`src/design/assert_macros.svh`:
```
// Assertion helpers used by the design file two_qubit_state_simulator.sv.
// Define ASSERT_OFF to compile the assertions out.
`ifndef ASSERT_MACROS_SVH
`define ASSERT_MACROS_SVH
`ifndef ASSERT_OFF
// Check that cons holds in the same cycle as ante.
`define ASSERT_IMPLY(lbl, clk, rst_n, ante, cons) \
  lbl: assert property (@(posedge clk) disable iff (!rst_n) (ante) |-> (cons)) \
    else $error("assertion failed");
// Check that cons holds in the cycle after ante.
`define ASSERT_NEXT(lbl, clk, rst_n, ante, cons) \
  lbl: assert property (@(posedge clk) disable iff (!rst_n) (ante) |=> (cons)) \
    else $error("assertion failed");
`else
`define ASSERT_IMPLY(lbl, clk, rst_n, ante, cons)
`define ASSERT_NEXT(lbl, clk, rst_n, ante, cons)
`endif
`endif

```
`src/design/tqss_pkg.sv`:
```
// ----------------------------------------------------------------------------
// tqss_pkg
// Types and constants of the two-qubit state simulator.
// ----------------------------------------------------------------------------
package tqss_pkg;

  // Amplitude format: signed, two integer bits
  localparam int AMP_WIDTH = 16;
  localparam int FRAC_BITS = AMP_WIDTH - 2;

  // 1/sqrt(2) rounded into the amplitude format
  localparam longint HCOEF_L =
    (64'd1518500250 + (64'd1 << (30 - FRAC_BITS))) >> (31 - FRAC_BITS);
  localparam logic signed [AMP_WIDTH:0] H_COEF = (AMP_WIDTH+1)'(HCOEF_L);

  localparam logic signed [AMP_WIDTH-1:0] AMP_ONE = AMP_WIDTH'(longint'(1) << FRAC_BITS);
  localparam logic signed [AMP_WIDTH-1:0] AMP_MAX = {1'b0, {(AMP_WIDTH-1){1'b1}}};
  localparam logic signed [AMP_WIDTH-1:0] AMP_MIN = {1'b1, {(AMP_WIDTH-1){1'b0}}};

  // Probability widths: magnitudes are cut to at most 16 bits
  localparam int PM_W   = (AMP_WIDTH > 16) ? 16 : AMP_WIDTH;
  localparam int PM_SH  = AMP_WIDTH - PM_W;
  localparam int PR_W   = 2 * PM_W;
  localparam int SUM_W  = PR_W + 2;
  localparam int QUO_W  = 32;

  // Action codes
  localparam logic [2:0] ACT_H0   = 3'd0;
  localparam logic [2:0] ACT_H1   = 3'd1;
  localparam logic [2:0] ACT_X0   = 3'd2;
  localparam logic [2:0] ACT_X1   = 3'd3;
  localparam logic [2:0] ACT_CNOT = 3'd4;
  localparam logic [2:0] ACT_MEAS = 3'd5;

  typedef struct packed {
    logic [2:0]  action;
    logic [31:0] random_word;
  } in_item_t;

  typedef struct packed {
    logic signed [AMP_WIDTH-1:0] amp_a;
    logic signed [AMP_WIDTH-1:0] amp_b;
    logic signed [AMP_WIDTH-1:0] amp_c;
    logic signed [AMP_WIDTH-1:0] amp_d;
    logic                        measured;
    logic [1:0]                  outcome;
    logic                        relay;
  } out_item_t;

  typedef enum logic [2:0] {
    ST_IDLE,
    ST_HAD,
    ST_PROB,
    ST_DSET,
    ST_DIV,
    ST_ACC,
    ST_FIN
  } state_e;

endpackage

```
`src/design/two_qubit_state_simulator.sv`:
```
// ----------------------------------------------------------------------------
// two_qubit_state_simulator
// Four real amplitudes of two qubits; Hadamard, X, CNOT and measurement.
// ----------------------------------------------------------------------------
//   channel | direction | handshake             | payload
//   in      | input     | in_valid_i/in_stall_o | in_item_i  (action, random_word)
//   out     | output    | out_valid_o/out_stall_i | out_item_o (amplitudes, flags)
//
// Swaps are made as the result is stored; a Hadamard works one amplitude per cycle on one multiplier.
// A measurement finds four probabilities, then, unless they sum to zero,
// four serial divisions (each: setup, 32 restoring steps, accumulate).
// Reset sets amplitude 0 to 1.0, the others and the relay flag to 0.
// One item is worked at a time; the finished result sits in an output
// register and a stalled result holds the next one in its last cycle.
module two_qubit_state_simulator (
  input  logic                 clk_i,
  input  logic                 rst_ni,
  input  logic                 in_valid_i,
  output logic                 in_stall_o,
  input  tqss_pkg::in_item_t   in_item_i,
  output logic                 out_valid_o,
  input  logic                 out_stall_i,
  output tqss_pkg::out_item_t  out_item_o
);
  import tqss_pkg::*;

  state_e state_q, state_d;

  logic signed [AMP_WIDTH-1:0] amp_q [4];
  logic signed [AMP_WIDTH-1:0] hnew_q [4];
  logic [PR_W-1:0]  prob_q [4];
  logic [SUM_W-1:0] sum_q;
  logic [2:0]       act_q;
  logic [31:0]      rnd_q;
  logic [1:0]       step_q;
  logic [4:0]       bit_q;
  logic [SUM_W:0]   rem_q;
  logic [31:0]      dsh_q;
  logic [QUO_W-1:0] quo_q;
  logic [31:0]      thr_q;
  logic [1:0]       pick_q;
  logic             found_q;
  logic             relay_q;
  logic             out_valid_q;
  out_item_t        out_q;

  logic accept;
  logic out_free;
  assign accept   = in_valid_i && (state_q == ST_IDLE);
  assign out_free = !out_valid_q || !out_stall_i;

  // Hadamard datapath: one new amplitude per step
  logic [1:0] hmask, lo_idx, hi_idx;
  logic signed [AMP_WIDTH:0]     hsum;
  logic signed [2*AMP_WIDTH+1:0] hprod;
  logic signed [2*AMP_WIDTH+1:0] hshift;
  logic signed [AMP_WIDTH-1:0]   hres;
  always_comb begin
    hmask  = (act_q == ACT_H0) ? 2'b10 : 2'b01;
    lo_idx = step_q & ~hmask;
    hi_idx = step_q | hmask;
    if ((step_q & hmask) != 2'b00) begin
      hsum = {amp_q[lo_idx][AMP_WIDTH-1], amp_q[lo_idx]}
           - {amp_q[hi_idx][AMP_WIDTH-1], amp_q[hi_idx]};
    end else begin
      hsum = {amp_q[lo_idx][AMP_WIDTH-1], amp_q[lo_idx]}
           + {amp_q[hi_idx][AMP_WIDTH-1], amp_q[hi_idx]};
    end
    hprod  = (2*AMP_WIDTH+2)'(hsum) * (2*AMP_WIDTH+2)'(H_COEF)
           + ((2*AMP_WIDTH+2)'(1) << (FRAC_BITS - 1));
    hshift = hprod >>> FRAC_BITS;
    if (hshift > (2*AMP_WIDTH+2)'(AMP_MAX)) begin
      hres = AMP_MAX;
    end else if (hshift < (2*AMP_WIDTH+2)'(AMP_MIN)) begin
      hres = AMP_MIN;
    end else begin
      hres = hshift[AMP_WIDTH-1:0];
    end
  end

  // Probability of the amplitude at the current step
  logic [AMP_WIDTH-1:0] mag;
  logic [PM_W-1:0]      pmag;
  logic [PR_W-1:0]      pcur;
  always_comb begin
    mag  = amp_q[step_q][AMP_WIDTH-1] ? AMP_WIDTH'(-amp_q[step_q]) : amp_q[step_q];
    pmag = PM_W'(mag >> PM_SH);
    pcur = PR_W'(pmag) * PR_W'(pmag);
  end

  // Division setup and one restoring step
  logic [63:0]    dividend;
  logic [SUM_W:0] trial;
  logic           qbit;
  logic [31:0]    thr_new;
  always_comb begin
    dividend = {32'(prob_q[step_q]), 32'd0} - 64'(prob_q[step_q]);
    trial    = {rem_q[SUM_W-1:0], dsh_q[31]};
    qbit     = trial >= (SUM_W+1)'(sum_q);
    thr_new  = thr_q + quo_q;
  end

  // Final state of the item: swaps and collapse
  logic signed [AMP_WIDTH-1:0] amp_fin [4];
  logic                        relay_fin;
  always_comb begin
    amp_fin   = amp_q;
    relay_fin = relay_q;
    unique case (act_q)
      ACT_X0: begin
        amp_fin[0] = amp_q[2]; amp_fin[2] = amp_q[0];
        amp_fin[1] = amp_q[3]; amp_fin[3] = amp_q[1];
      end
      ACT_X1: begin
        amp_fin[0] = amp_q[1]; amp_fin[1] = amp_q[0];
        amp_fin[2] = amp_q[3]; amp_fin[3] = amp_q[2];
      end
      ACT_CNOT: begin
        amp_fin[2] = amp_q[3]; amp_fin[3] = amp_q[2];
      end
      ACT_MEAS: begin
        for (int j = 0; j < 4; j++) begin
          amp_fin[j] = (pick_q == 2'(j)) ? AMP_ONE : '0;
        end
        relay_fin = pick_q[0];
      end
      default: ;
    endcase
  end

  // Next state
  always_comb begin
    state_d = state_q;
    unique case (state_q)
      ST_IDLE: if (accept) begin
        if (in_item_i.action == ACT_H0 || in_item_i.action == ACT_H1) begin
          state_d = ST_HAD;
        end else if (in_item_i.action == ACT_MEAS) begin
          state_d = ST_PROB;
        end else begin
          state_d = ST_FIN;
        end
      end
      ST_HAD:  if (step_q == 2'd3) state_d = ST_FIN;
      ST_PROB: if (step_q == 2'd3) begin
        state_d = ((sum_q + SUM_W'(pcur)) == '0) ? ST_FIN : ST_DSET;
      end
      ST_DSET: state_d = ST_DIV;
      ST_DIV:  if (bit_q == 5'd31) state_d = ST_ACC;
      ST_ACC:  state_d = (step_q == 2'd3) ? ST_FIN : ST_DSET;
      ST_FIN:  if (out_free) state_d = ST_IDLE;
      default: state_d = ST_IDLE;
    endcase
  end

  // Control registers
  always_ff @(posedge clk_i or negedge rst_ni) begin
    if (!rst_ni) begin
      state_q     <= ST_IDLE;
      step_q      <= '0;
      bit_q       <= '0;
      found_q     <= 1'b0;
      pick_q      <= '0;
      relay_q     <= 1'b0;
      out_valid_q <= 1'b0;
      amp_q[0]    <= AMP_ONE;
      amp_q[1]    <= '0;
      amp_q[2]    <= '0;
      amp_q[3]    <= '0;
    end else begin
      state_q <= state_d;
      // Raise valid as a result is stored, drop it once taken
      if (state_q == ST_FIN && out_free) begin
        out_valid_q <= 1'b1;
      end else if (!out_stall_i) begin
        out_valid_q <= 1'b0;
      end
      unique case (state_q)
        ST_IDLE: begin
          step_q  <= '0;
          found_q <= 1'b0;
          pick_q  <= '0;
        end
        ST_HAD: begin
          step_q <= step_q + 2'd1;
          if (step_q == 2'd3) begin
            amp_q[0] <= hnew_q[0];
            amp_q[1] <= hnew_q[1];
            amp_q[2] <= hnew_q[2];
            amp_q[3] <= hres;
          end
        end
        ST_PROB: step_q <= step_q + 2'd1;
        ST_DSET: bit_q <= '0;
        ST_DIV:  bit_q <= bit_q + 5'd1;
        ST_ACC: begin
          step_q <= step_q + 2'd1;
          if (!found_q && rnd_q <= thr_new) begin
            found_q <= 1'b1;
            pick_q  <= step_q;
          end
        end
        ST_FIN: if (out_free) begin
          amp_q   <= amp_fin;
          relay_q <= relay_fin;
        end
        default: ;
      endcase
    end
  end

  // Datapath registers
  always_ff @(posedge clk_i) begin
    unique case (state_q)
      ST_IDLE: if (accept) begin
        act_q <= in_item_i.action;
        rnd_q <= in_item_i.random_word;
        sum_q <= '0;
        thr_q <= '0;
      end
      ST_HAD:  hnew_q[step_q] <= hres;
      ST_PROB: begin
        prob_q[step_q] <= pcur;
        sum_q          <= sum_q + SUM_W'(pcur);
      end
      ST_DSET: begin
        rem_q <= (SUM_W+1)'(dividend[63:32]);
        dsh_q <= dividend[31:0];
      end
      ST_DIV: begin
        rem_q <= qbit ? (trial - (SUM_W+1)'(sum_q)) : trial;
        dsh_q <= {dsh_q[30:0], 1'b0};
        quo_q <= {quo_q[QUO_W-2:0], qbit};
      end
      ST_ACC:  thr_q <= thr_new;
      ST_FIN: if (out_free) begin
        out_q.amp_a    <= amp_fin[0];
        out_q.amp_b    <= amp_fin[1];
        out_q.amp_c    <= amp_fin[2];
        out_q.amp_d    <= amp_fin[3];
        out_q.measured <= (act_q == ACT_MEAS);
        out_q.outcome  <= (act_q == ACT_MEAS) ? pick_q : 2'd0;
        out_q.relay    <= relay_fin;
      end
      default: ;
    endcase
  end

  assign in_stall_o  = (state_q != ST_IDLE);
  assign out_valid_o = out_valid_q;
  assign out_item_o  = out_q;

`include "assert_macros.svh"

  `ASSERT_IMPLY(a_relay_outcome, clk_i, rst_ni, out_valid_o && out_item_o.measured, out_item_o.relay == out_item_o.outcome[0])
  `ASSERT_IMPLY(a_outcome_zero, clk_i, rst_ni, out_valid_o && !out_item_o.measured, out_item_o.outcome == 2'd0)
  `ASSERT_IMPLY(a_div_rem, clk_i, rst_ni, state_q == ST_DIV, rem_q < (SUM_W+1)'(sum_q))
  `ASSERT_NEXT(a_fin_out, clk_i, rst_ni, state_q == ST_FIN && out_free, out_valid_o && state_q == ST_IDLE)

endmodule
```
`config.mk`:
```
export PLATFORM = sky130hd
export DESIGN_NAME = two_qubit_state_simulator
export DESIGN_NICKNAME = d
export VERILOG_FILES = /design/src/design/tqss_pkg.sv /design/src/design/two_qubit_state_simulator.sv
export VERILOG_INCLUDE_DIRS = /design/src /design/src/design
export SDC_FILE = /design/constraint.sdc
export NUM_CORES = 2
export LEC_CHECK = 0
export BUFFER_PORTS_ARGS = -buffer_cell sky130_fd_sc_hd__buf_2
export CAP_MARGIN = 25
export CORE_ASPECT_RATIO = 0.6
export CORE_MARGIN = 4
export CORE_UTILIZATION = 38
export DETAILED_ROUTE_END_ITERATION = 10
export GPL_TIMING_DRIVEN = 1
export PLACE_DENSITY = 0.5
export SLEW_MARGIN = 20
export SYNTH_ARGS = -nofsm -noshare
export SYNTH_HDL_FRONTEND = slang
export SYNTH_SLANG_ARGS = --single-unit
```
`constraint.sdc`:
```
create_clock -name clk_i -period 15.5 [get_ports clk_i]
set_clock_uncertainty 0.2 [all_clocks]
set_input_delay 0.775 -clock clk_i [delete_from_list [all_inputs] [get_ports clk_i]]
set_output_delay 0.775 -clock clk_i [all_outputs]
set_load 0.1 [all_outputs]
```
==> metrics.md <==
| Metric | Value |
|---|---|
| Status | finished, final reports clean |
| Tmin final | 12.65 ns |
| Primary FF master, synth | edfxtp_1 |
| Antenna viol nets, final | 0 |
| Pin count of the biggest net entering global routing | 88 |
| Commonest non-fill, non-tap cell in the layout | inv_1 |
| Setup Buffers After CTS | 0 |
| Total gr overflow | 0 |
| Final Setup Violations | 0 |
| GR Util met3 | 0.0370 |
| Sequential share of the synthesized area | 0.376 |
| Post-synthesis cell type count | 95 |
| DR vias | roughly 30000 |
| Ys Warns | 0 |
| Min-Delay Path Depth | 1 |
| Fmax | ~79 MHz |
| Reg clk slew, reported paths | about 0.070 ns |
| Gpl congestion | 0.924 |
| Reg2Reg Setup Slack | about 2.9 ns |
| DIE WIDTH | approximately 430 um |
| Slew HR | 0.250 |
| First-pass GRT wire length | ~180000 um |
| EDFF count, synth | 439 |
| Worst path max stage delay | ~0.86 ns |
| Setup TNS | 0 ns |
| RR Endpoint | state_q[0] |
| Met2 usage | 0.276 |
| Ant. Diodes | 0 |
| CTS buffer count | 55 |
| Most frequent cells in the layout | inv_1 (458), edfxtp_1 (439), ha_1 (374) |
| Crit Path Category | register to register |
| GRT Total Usage | 0.212 |
| GRT busiest layer | met1 |
| 1st-pass router iterations | 7 |
| Startpoint Class | register |
| Routed len/inst | approximately 22 um |
| Layout Nets | approximately 4600 |
| Hold WC Path Type | input port to register |
| Critical Path AT | approximately 13 ns |
| Die height | 260 um |
| Layout area overhead | 10.7% |
| Number of global-route vias before repair | 28200 |
| Rows | between 90 and 100 |
| Syn_area_per_cell | 10.4 um2 |
| Met1 Use GR | 0.362 |
| Bufs on Longest Clock Path | 3 |
| # hold bufs at CTS | 1 |
| Clk sinks | around 520 |
| Worst r2r src | step_q[1] |
| Synth Instances | slightly below 4000 |
| Slowest-stage cell, CP | dfrtp_2 |
| Worst hold endpoint | rnd_q[5] |
| Core area | ~110000 um2 |
| Die area | 112000 um2 |
| DRC viols | 0 |
| Max Cap Violations | 0 |
| Initial antenna violation count | 0 |
| Worst-Margin Slew | 1.12 ns |
| Worst slack at placement | 2.85 ns |
| Crit path capture type | register |
| Layout cells sized above 1 | 0.0929 |
| CTS Root Cell | clkbuf_16 |
| Clk_lat worst skew | 0.65 ns |
| CP dominant cell by count | fa_1 |
| Crit path max fanout | 29 |
| Async S/R FF share, synth | 0.153 |
| Detailed Route Iter0 Violations | around 3000 |
| Buffers added on ports | between 100 and 150 |
| RSZ-0062 raised after global routing | no |
| CTS tree | done |
| PnR worst setup slack | between 2 and 3 ns |
| Detailed-placement wirelength estimate | about 91000 um |
| Vias per cell | approximately 5.4 |
| Hold Path Origin | in_item_i[5] |
| Cell Area, Synth | 40300 um2 |
| Pins Over Slew Limit | 0 |
| Fin. Hold Viols | 0 |
| Yosys reg bits | 518 |
| H-tree levels | 2 |
| Post_cts resized | 0 |
| Tcrit/Tclk final | 0.816 |
| Starting density of the core | 0.384 |
| Worst Reg-to-Reg Cells | 38 |
| Final WL | about 120000 um |
| WP data required | between 15 and 20 ns |
| Io pins | roughly 110 |
## per-stage QoR
stage	cell area (um2)	hold WS, ns	utilization	cells
floorplan	40400	0.233	-	3895
global placement	42600	0.243	0.405	5329
detailed placement	42600	0.246	0.406	5330
CTS	44600	0.0308	0.424	5434
global route	44600	0.0531	0.425	5437
finish	44600	0.0887	0.425	5437
## cells by family after synthesis
group / count (synthesis) / share of synthesized area
AO/OA/AOI/OAI: 839 / 0.134
XOR/XNOR: 196 / 0.0428
buffers and inverters: 610 / 0.0579
flip-flops: 518 / 0.376
adder cells (fa/ha/maj): 603 / 0.230
AND/OR/NAND/NOR: 996 / 0.115
other: 2 / 0.000186
multiplexers: 122 / 0.0443
## routing by layer
metal  vias to the layer above  share of wire
met2                       941           0.38
met1                     14400           0.54
met3                        95          0.074
li1                      14000              -
met5                         -              0
met4                         0          0.012
## layout make-up
class                   count  area (um2)
repair buffers            172        1040
multi-input cells        2767       22900
flip-flops and latches    518       15200
inverters                 467        1760
clock inverters            44         554
fillers                 10100       60500
well taps                1410        1760
clock buffers              59        1400
## synth_stat cells, types with 20 or more instances
| cell | n | area, um2 |
|---|---|---|
| inv_1 | 460 | 1730 |
| edfxtp_1 | 439 | 13200 |
| ha_1 | 374 | 4680 |
| nor2_1 | 340 | 1280 |
| nand2_1 | 296 | 1110 |
| fa_1 | 229 | 4580 |
| o21ai_0 | 203 | 1020 |
| a21oi_1 | 200 | 1000 |
| clkbuf_1 | 114 | 428 |
| xnor2_1 | 111 | 972 |
| a21o_1 | 85 | 638 |
| xor2_1 | 84 | 736 |
| dfrtp_1 | 78 | 1950 |
| nor3_1 | 72 | 360 |
| mux2i_1 | 69 | 691 |
| o22ai_1 | 60 | 375 |
| mux4_2 | 44 | 991 |
| nand3_1 | 43 | 215 |
| a31oi_1 | 35 | 219 |
| o21a_1 | 33 | 248 |
| and3_1 | 32 | 200 |
| nand2b_1 | 32 | 200 |
| a222oi_1 | 28 | 280 |
| nand4_1 | 26 | 163 |
| nor2b_1 | 25 | 156 |
| or3_1 | 24 | 150 |
| and2_1 | 23 | 144 |
| o31ai_1 | 23 | 173 |
| nor4_1 | 21 | 131 |
| a211oi_1 | 20 | 150 |
## state kept, by name (all words and copies together) (netlist names)
register	cells
prob_q	124
out_item_o	68
amp_q	64
hnew_q	48
rem_q	34
sum_q	34
dsh_q	32
quo_q	32
rnd_q	32
thr_q	32
bit_q	5
act_q	3
state_q	3
pick_q	2
step_q	2
found_q	1
out_valid_o	1
relay_q	1
## critical path, delay by kind of cell (launching register included)
family / cells / cell delay [ns]
and+or+nand+nor: 9 / 2.37
DFF: 1 / 0.86
muxes: 1 / 0.49
xor gates and xnor gates: 2 / 0.64
buffers and inverters: 6 / 1.40
adders and majority gates: 8 / 3.79
AOI/OAI and AO/OA: 12 / 2.80
## how the worst max path moves through the flow
stage	from	end	slack (ns)	cells after the start
after global routing	step_q[0]	amp_q[6]	2.16	37
after global placement	step_q[1]	state_q[0]	2.97	35
after floorplan	step_q[0]	state_q[0]	4.60	43
after CTS	step_q[0]	amp_q[6]	2.80	36
final	step_q[1]	state_q[0]	2.85	38
after detailed placement	step_q[1]	state_q[0]	2.85	35
Power is left out: the tool's default activity adds up to more than one toggle a clock period on the data nets, which glitch-free logic cannot reach.
